[src/hdl/psieve_pkg.sv]
// ----------------------------------------------------------------------------
// psieve_pkg
// shared types and constants of the prime sieve table
// ----------------------------------------------------------------------------
package psieve_pkg;

  localparam int          PSIEVE_MAX_N     = 65536;
  localparam int          PSIEVE_Q_DEPTH   = 2;
  localparam logic [15:0] PSIEVE_LIMIT_RST = 16'hFFFF;

  // opcode of an input transaction
  localparam logic OP_BUILD = 1'b0;
  localparam logic OP_QUERY = 1'b1;

  typedef enum logic [1:0] {
    STAT_OK        = 2'd0,
    STAT_NOT_BUILT = 2'd1,
    STAT_RANGE     = 2'd2
  } psieve_status_t;

  // classified item handed from front to back
  typedef struct packed {
    logic           build;
    logic           rd;
    psieve_status_t status;
    logic [15:0]    qnum;
  } psieve_item_t;

  typedef enum logic [2:0] {
    BK_IDLE,
    BK_FILL,
    BK_CLR0,
    BK_CLR1,
    BK_TEST,
    BK_CHECK,
    BK_MARK,
    BK_DONE
  } psieve_state_t;

endpackage

[src/hdl/psieve_front.sv]
// ----------------------------------------------------------------------------
// psieve_front
// accepts input transactions, tracks the built flag and classifies queries
// ----------------------------------------------------------------------------
module psieve_front
  import psieve_pkg::*;
(
  input  logic         clk,
  input  logic         rst_n,
  input  logic         in_tvalid,
  output logic         in_tready,
  input  logic [15:0]  in_tdata,
  input  logic [0:0]   in_tuser,
  input  logic [15:0]  lim,
  input  logic         cfg_wr_en,
  input  logic         q_full,
  output logic         q_push,
  output psieve_item_t q_item
);

  logic built_r, built_nxt;
  logic is_build;

  assign in_tready = !q_full;
  assign q_push    = in_tvalid && !q_full;
  assign is_build  = (in_tuser[0] == OP_BUILD);

  always_comb begin
    q_item.build  = is_build;
    q_item.qnum   = in_tdata;
    q_item.rd     = 1'b0;
    q_item.status = STAT_OK;
    if (!is_build) begin
      if (!built_r) begin
        q_item.status = STAT_NOT_BUILT;
      end else if (in_tdata > lim) begin
        q_item.status = STAT_RANGE;
      end else begin
        q_item.rd = 1'b1;
      end
    end
  end

  // a build in the queue makes later queries see a built map
  always_comb begin
    built_nxt = built_r;
    if (cfg_wr_en) begin
      built_nxt = 1'b0;
    end else if (q_push && is_build) begin
      built_nxt = 1'b1;
    end
  end

  always_ff @(posedge clk) begin
    if (!rst_n) begin
      built_r <= 1'b0;
    end else begin
      built_r <= built_nxt;
    end
  end

endmodule

[config.mk]
export PLATFORM = sky130hd
export DESIGN_NAME = psieve_front
export DESIGN_NICKNAME = d
export VERILOG_FILES = /design/src/hdl/psieve_pkg.sv /design/src/hdl/psieve_front.sv
export SDC_FILE = /design/constraint.sdc
export NUM_CORES = 1
export LEC_CHECK = 0
export ABC_AREA = 1
export BUFFER_PORTS_ARGS = -buffer_cell sky130_fd_sc_hd__buf_2
export CAP_MARGIN = 25
export CORE_MARGIN = 2
export CORE_UTILIZATION = 30
export CTS_CLUSTER_DIAMETER = 150
export DETAILED_ROUTE_END_ITERATION = 10
export PLACE_DENSITY_LB_ADDON = 0.25
export SETUP_SLACK_MARGIN = 0.4
export SYNTH_ARGS = -nofsm -noshare
export SYNTH_HDL_FRONTEND = slang
export SYNTH_SLANG_ARGS = --single-unit
[constraint.sdc]
create_clock -name clk -period 1.4 [get_ports clk]
set_input_delay 0.28 -clock clk [delete_from_list [all_inputs] [get_ports clk]]
set_output_delay 0.28 -clock clk [all_outputs]
set_load 0.02 [all_outputs]
==> results.cfg <==
[die]
die_w_um = 49.8
io_pins = 60
die_y_um = 49.8
rows = 16
die-area_mm2 = 0.00248
start_util = 0.320
coreArea_mm2 = 0.00196

[sta]
setup_viol = 2
whs_ns = 0.452
period_minus_slack_ns = 1.67
slew_headroom = 0.851
max_slew.worst_pin.slew_ns = 0.221
fin_skew_ns = 0
min_period_over_period = 1.19
final-max-slew-violation-count = 0
finalHoldViolCount = 0
layout_setup_ws_ns = -0.268
setup_tns_ns = -0.520
fmax_mhz = 599
rsz0062_at_grt = true

[cells_and_area]
regMostFlops = built_r
drive_gt1_frac = 0.671
nFillCells = 210
syn_to_final_growth_pct = 83.3
largest_reg_flops = 1
top_regs = built_r x1
fin_area_mm2 = 0.00115
antenna_cells = 0
nNetsFinal = 199

[setup_path]
cp_max_fo = 2
cp.arrival_ns = 1.39
reg2reg_from = built_r
cp-start-kind = input pin
critPathRequiredTime_ns = 1.12
r2r_setup_slack_ns = 0.66
end_kind = primary output
worstRegToRegCells = 2
worstSetupPathType = in -> out
crit_path_start = lim[10]

[placement]
dpl.hpwl_um = 1290
place_congestion = 0.595
dpl_worst_slack_ns = -0.453
portBuffers = 59
placed_cell_area_um2 = 943

[power]
seq_power_share = 0.078
power_switching_mw = 0.185
powerDensity_mw_per_mm2 = 336
peakVddDrop_mv = 0.188
p_int_mw = 0.201
total_power_mw = 0.387
p_clk_frac = 0
switching_share = 0.479
p_leak_nw = 0.619
comb_power_share = 0.922

[route]
wl_per_cell_um = 9.11
remaining_drc_errors = 0
first_iter_violations = 4
via_count = 724
wirelength_um = 1550
ant_nets = 0
firstDrtPassIters = 2
vias_per_cell = 4.26

[logic_synthesis]
ys_warn_count = 0
syn_area_um2 = 628
synth_nets = 154
ys_seq_area_frac = 0.0319
synthDistinctLibCells = 15
synth_cells = 100
syn_area_per_cell_um2 = 6.28
ys_ff_latch = 1

[run_status]
violations = negative setup slack
status = finished with violations

[grt]
grt_pass1_wl_um = 2480
grt-ovfl-total = 0
grt_max_degree = 4
grt_util_all_layers = 0.118
first_global_vias = 657
antenna_found_initial = 0

[hold_path]
holdPathStages = 2
hp-start = cfg_wr_en
min_path_type = in -> reg

[cts]
hold_buffers = 0
clock_latency_ns = 0
clk_pin_slew_ns = 0
cts_setup_buffers = 0

[flow_run]
cap_violations = 0
layer usage:
| metal | track usage | vias up | wire length [um] |
|---|---|---|---|
| met4 | 0 | 0 | 0 |
| met2 | 0.260 | 27 | 893 |
| li1 | - | 381 | - |
| met5 | 0 | - | 0 |
| met1 | 0.125 | 316 | 561 |
| met3 | 0.00303 | 0 | 94 |
power by group through the flow:
stage	logic [mW]	registers (mW)	clock network, mW
3_5_place_dp	0.279	0.0302	0
2_1_floorplan	0.199	0.0300	0
3_3_place_gp	0.272	0.0301	0
5_1_grt	0.394	0.0303	0
4_1_cts	0.330	0.0302	0
6_report	0.356	0.0302	0
metrics by stage:
stage	utilization	cells
after global routing	0.587	170
after floorplan	-	100
final	0.587	170
after global placement	0.481	170
after detailed placement	0.481	170
after CTS	0.560	170
placed cells by master (no fill, tap or decap), drive strengths merged:
cell type | Yosys | routed
a21o | 1 | 1
a21oi | 7 | 7
buf | 17 | 60
dfxtp | 1 | 1
ha | 16 | 16
inv | 24 | 24
nand2 | 19 | 19
nand3 | 2 | 2
nand4 | 1 | 1
nor2 | 9 | 9
nor3 | 1 | 1
nor4 | 1 | 1
o21ai | 1 | 1
worst max-delay path, cell delays in order:
cell and delay, ns:
buf_8 0.09, inv_12 0.03, ha_4 0.25, nand4_1 0.13, nor3_4 0.16, nand2_1 0.09, nand2_2 0.09, nand2_2 0.07
nor2_4 0.08, buf_6 0.12
final timing paths:
check                to
min reg2reg     built_r
max reg2reg     built_r
max          q_item[17]
min             built_r
logic make-up after synthesis:
group / after synthesis / synth area share
buffers and inverters: 41 / 0.347
and+or+nand+nor: 33 / 0.227
adders and majority gates: 16 / 0.319
AOI/OAI and AO/OA: 9 / 0.0757
DFF: 1 / 0.0319
synth_stat cells (all sizes together):
cell type  number  share of area
inv            24           0.14
nand2          19           0.12
buf            17           0.20
ha             16           0.32
nor2            9          0.058
a21oi           7          0.056
nand3           2          0.016
a21o            1          0.012
dfxtp           1          0.032
nand4           1          0.010
nor3            1          0.016
nor4            1          0.010
o21ai           1         0.0080
layout make-up:
cell class	count	area (um2)	share of cell area
Tap cell	27	33.8	0.0293
Inverter	24	110	0.0957
Timing Repair Buffer	60	368	0.320
Multi-Input combinational cell	58	619	0.538
Sequential cell	1	20.0	0.0174
what timing repair did:
item | in CTS | in global routing
endpoints found under the setup margin | 3 | 4
cloned | 0 | 0
gates resized for setup | 27 | 13
pin swaps | 14 | 4
Power figures use the tool's default switching activity.
