$ cat src/hdl/psieve_pkg.sv
// ----------------------------------------------------------------------------
// psieve_pkg
// shared types and constants of the prime sieve table
// ----------------------------------------------------------------------------
package psieve_pkg;

  localparam int          PSIEVE_MAX_N     = 65536;
  localparam int          PSIEVE_Q_DEPTH   = 2;
  localparam logic [15:0] PSIEVE_LIMIT_RST = 16'hFFFF;

  // opcode of an input transaction
  localparam logic OP_BUILD = 1'b0;
  localparam logic OP_QUERY = 1'b1;

  typedef enum logic [1:0] {
    STAT_OK        = 2'd0,
    STAT_NOT_BUILT = 2'd1,
    STAT_RANGE     = 2'd2
  } psieve_status_t;

  // classified item handed from front to back
  typedef struct packed {
    logic           build;
    logic           rd;
    psieve_status_t status;
    logic [15:0]    qnum;
  } psieve_item_t;

  typedef enum logic [2:0] {
    BK_IDLE,
    BK_FILL,
    BK_CLR0,
    BK_CLR1,
    BK_TEST,
    BK_CHECK,
    BK_MARK,
    BK_DONE
  } psieve_state_t;

endpackage

$ cat src/hdl/psieve_queue.sv
// ----------------------------------------------------------------------------
// psieve_queue
// short fifo of classified items between front and back
// ----------------------------------------------------------------------------
module psieve_queue
  import psieve_pkg::*;
(
  input  logic         clk,
  input  logic         rst_n,
  input  logic         push,
  input  psieve_item_t push_item,
  output logic         full,
  input  logic         pop,
  output psieve_item_t pop_item,
  output logic         empty
);

  localparam int D  = PSIEVE_Q_DEPTH;
  localparam int PW = (D > 1) ? $clog2(D) : 1;
  localparam int CW = $clog2(D + 1);

  psieve_item_t  slot_r [D];
  logic [PW-1:0] wp_r, wp_nxt;
  logic [PW-1:0] rp_r, rp_nxt;
  logic [CW-1:0] cnt_r, cnt_nxt;
  logic          do_push, do_pop;

  assign full     = (cnt_r == CW'(D));
  assign empty    = (cnt_r == '0);
  assign do_push  = push && !full;
  assign do_pop   = pop && !empty;
  assign pop_item = slot_r[rp_r];

  always_comb begin
    wp_nxt  = wp_r;
    rp_nxt  = rp_r;
    cnt_nxt = cnt_r;
    if (do_push) begin
      wp_nxt = (wp_r == PW'(D - 1)) ? '0 : wp_r + 1'b1;
    end
    if (do_pop) begin
      rp_nxt = (rp_r == PW'(D - 1)) ? '0 : rp_r + 1'b1;
    end
    if (do_push && !do_pop) begin
      cnt_nxt = cnt_r + 1'b1;
    end else if (do_pop && !do_push) begin
      cnt_nxt = cnt_r - 1'b1;
    end
  end

  always_ff @(posedge clk) begin
    if (!rst_n) begin
      wp_r  <= '0;
      rp_r  <= '0;
      cnt_r <= '0;
    end else begin
      wp_r  <= wp_nxt;
      rp_r  <= rp_nxt;
      cnt_r <= cnt_nxt;
    end
  end

  always_ff @(posedge clk) begin
    if (do_push) begin
      slot_r[wp_r] <= push_item;
    end
  end

endmodule

$ cat config.mk
export PLATFORM = sky130hd
export DESIGN_NAME = psieve_queue
export DESIGN_NICKNAME = d
export VERILOG_FILES = /design/src/hdl/psieve_pkg.sv /design/src/hdl/psieve_queue.sv
export SDC_FILE = /design/constraint.sdc
export NUM_CORES = 1
export LEC_CHECK = 0
export BUFFER_PORTS_ARGS = -buffer_cell sky130_fd_sc_hd__buf_2
export CORE_MARGIN = 2
export CORE_UTILIZATION = 35
export CTS_CLUSTER_DIAMETER = 40
export DETAILED_ROUTE_END_ITERATION = 16
export GPL_TIMING_DRIVEN = 0
export PLACE_DENSITY_LB_ADDON = 0.3
export SLEW_MARGIN = 30
export SYNTH_ARGS = -nofsm -noshare
export SYNTH_HDL_FRONTEND = slang
export SYNTH_SLANG_ARGS = --single-unit
$ cat constraint.sdc
create_clock -name clk -period 1.8 [get_ports clk]
set_input_delay 0.09 -clock clk [delete_from_list [all_inputs] [get_ports clk]]
set_output_delay 0.09 -clock clk [all_outputs]
set_load 0.1 [all_outputs]
==> metrics.txt <==
grt total ovfl 0; Pins Over Slew Limit 0; cells after synthesis 87; setup ws final 162 ps; most common cell after layout, fill and taps aside buf_2; pre-CTS setup slack -79.9 ps; sequential share of the synthesized area 0.779; Yosys reg bits 45; dpl cells 186; met3 WL 140 µm; hold path start rst_n; Hold Worst Slack 74.4 ps; IO Pins 46; DRC violations left 0; Syn. warnings 0; Total Wirelength 3050 µm; f_max 611 MHz; CTS tree done; first-pass GRT wire length 4790 µm; clock tree root driver cell clkbuf_8; synthesis-to-layout area growth 36.0%; PortBufs 45; Max FO, Critical Path 5; largest net degree at the start of global routing 21; worst path cell trace nand2b_1, inv_4, nor2_1, ha_1, or3_1, a21boi_1; reg2reg end cnt_r[1]$_SDFFE_PN0P_; WP buf/inv 1; period utilization 0.910; top-area cell type share of the netlist area 0.719; Worst path depth 6; Nets 185; Die Y 73.1 µm; CTS H-tree lvls 2; Initial Utilization 0.358; Pre-antenna DRT Iters 4; met2 WL 1560 µm; Clk Latency, worst-skew pair 290 ps; flop2flop setup slack 160 ps; critical path data required time 2020 ps; most frequent cells in the layout buf_2, edfxtp_1, mux2_2, dlygate4sd3_1; routed vias/inst 4.56; worst slew pin tran 621 ps; CP top delay family simple AND/OR/NAND/NOR gates; critical path arrival 1860 ps; vias in the first global route 1,047; Yosys cell types 20; via count 980; die area 5340 µm²; initial antenna violation count 0; type of the worst min-delay path input port to flip-flop; routed len/inst 14.2 µm; Core Area 4660 µm²; proportion of layout cells with a drive suffix above 1 0.478; clock slew at reported path FFs 70 ps; TritonCTS Buffers 5; Final Hold Violating Endpoints 0; Largest stage delay, worst path 360 ps; Tmin final 1640 ps; DR top layer met4; M1 wire length 1320 µm; CTS max path bufs 2; DRT antenna net count 0; r2r worst-path depth 6; hold depth 2; Crit-path slowest cell dfxtp_1; largest cells by area after synthesis edfxtp_1, mux2_2, dfxtp_1; Setup CP Type flip-flop to flip-flop; RSZ-0062 raised after global routing false; status finished, final reports clean; Worst setup EP type flip-flop; worst reg2reg startpoint cnt_r[0]$_SDFFE_PN0P_; CTS sink count 45; Setup Buffers After CTS 0; # rows 25; synthesized area 1670 µm²; GRT Total Usage 0.123; Critical Path Start cnt_r[0]$_SDFFE_PN0P_; cell taking the most area after synthesis edfxtp_1; Routability Congestion 0.634; Layout Cells excl Fill 215; Worst Hold Path EP wp_r$_SDFFE_PN0P_; crit path launch type flip-flop; die width 73.1 µm; First DRT Iteration DRCs 71; Mapped Nets 112; syn_area_per_cell 19.2 µm²; n_diodes 0; Setup violations, final 0; Fillers 414; Multi-input gate area 375 µm²; relative slew slack 0.584; FF/Latch Area 1300 µm²; Max Cap Viol 0; Setup Skew 6.11 ps
[cells by family after synthesis]
group           share of synthesized area
flops                               0.779
xor+xnor                           0.0157
compound gates                     0.0195
buf+inv                            0.0105
fa+ha+maj                         0.00749
simple gates                       0.0330
mux                                 0.135
[what timing repair did]
action	4_1_cts	5_1_grt
hold endpoints to repair	40	0
gates resized for setup	2	0
setup endpoints to repair	41	0
hold buffers	20	0
[worst max-delay path by stage]
stage | endpoint | slack, ps
after global placement | slot_r[0][13]$_DFFE_PP_ | -30
final | cnt_r[1]$_SDFFE_PN0P_ | 160
after CTS | pop_item[7] | 150
after detailed placement | slot_r[0][17]$_DFFE_PP_ | -80
after global routing | cnt_r[1]$_SDFFE_PN0P_ | 40
after floorplan | cnt_r[1]$_SDFFE_PN0P_ | 80
[layout make-up]
| cell class | count | share of cell area |
|---|---|---|
| timing repair buffer | 65 | 0.187 |
| buffer | 2 | 0.00441 |
| multi-input combinational | 39 | 0.165 |
| clock buffer | 7 | 0.0336 |
| tap | 54 | 0.0298 |
| clock inverter | 1 | 0.00220 |
| sequential | 45 | 0.573 |
| inverter | 2 | 0.00441 |
[cell usage after synthesis, drive strengths merged]
master	n
o21ai	2
edfxtp	40
xnor2	2
mux2	20
xor2	1
a21boi	2
and3	1
o21a	1
nand2b	1
ha	1
and2	3
dfxtp	5
or3	1
buf	2
nor3	1
nor2	2
inv	2
[metal layers]
| layer | vias to the layer above | global-route usage |
|---|---|---|
| met5 | - | 0 |
| met4 | 0 | 0.0556 |
| met3 | 4 | 0.0345 |
| met2 | 28 | 0.210 |
| met1 | 470 | 0.144 |
| li1 | 478 | - |
[metrics by stage]
step / TNS [ps] / cell area (µm²) / utilization
after floorplan: 0 / 1680 / -
after global placement: -841 / 1970 / 0.423
after detailed placement: -2810 / 1970 / 0.423
after CTS: 0 / 2270 / 0.487
after global routing: 0 / 2270 / 0.487
final: 0 / 2270 / 0.487
[flip-flops by register name, summed over array words and instances, names as in the netlist, named ones only]
| signal | flops |
|---|---|
| cnt_r | 2 |
| rp_r | 1 |
| slot_r | 40 |
| wp_r | 1 |
[worst register-to-register path: stages (launching register included)]
cell	delay, ps
dfxtp_1	360
nand2b_1	210
inv_4	130
nor2_1	60
ha_1	340
or3_1	350
a21boi_1	130
Power is left out: the tool's default activity adds up to more than one toggle a clock period on the data nets, which glitch-free logic cannot reach.
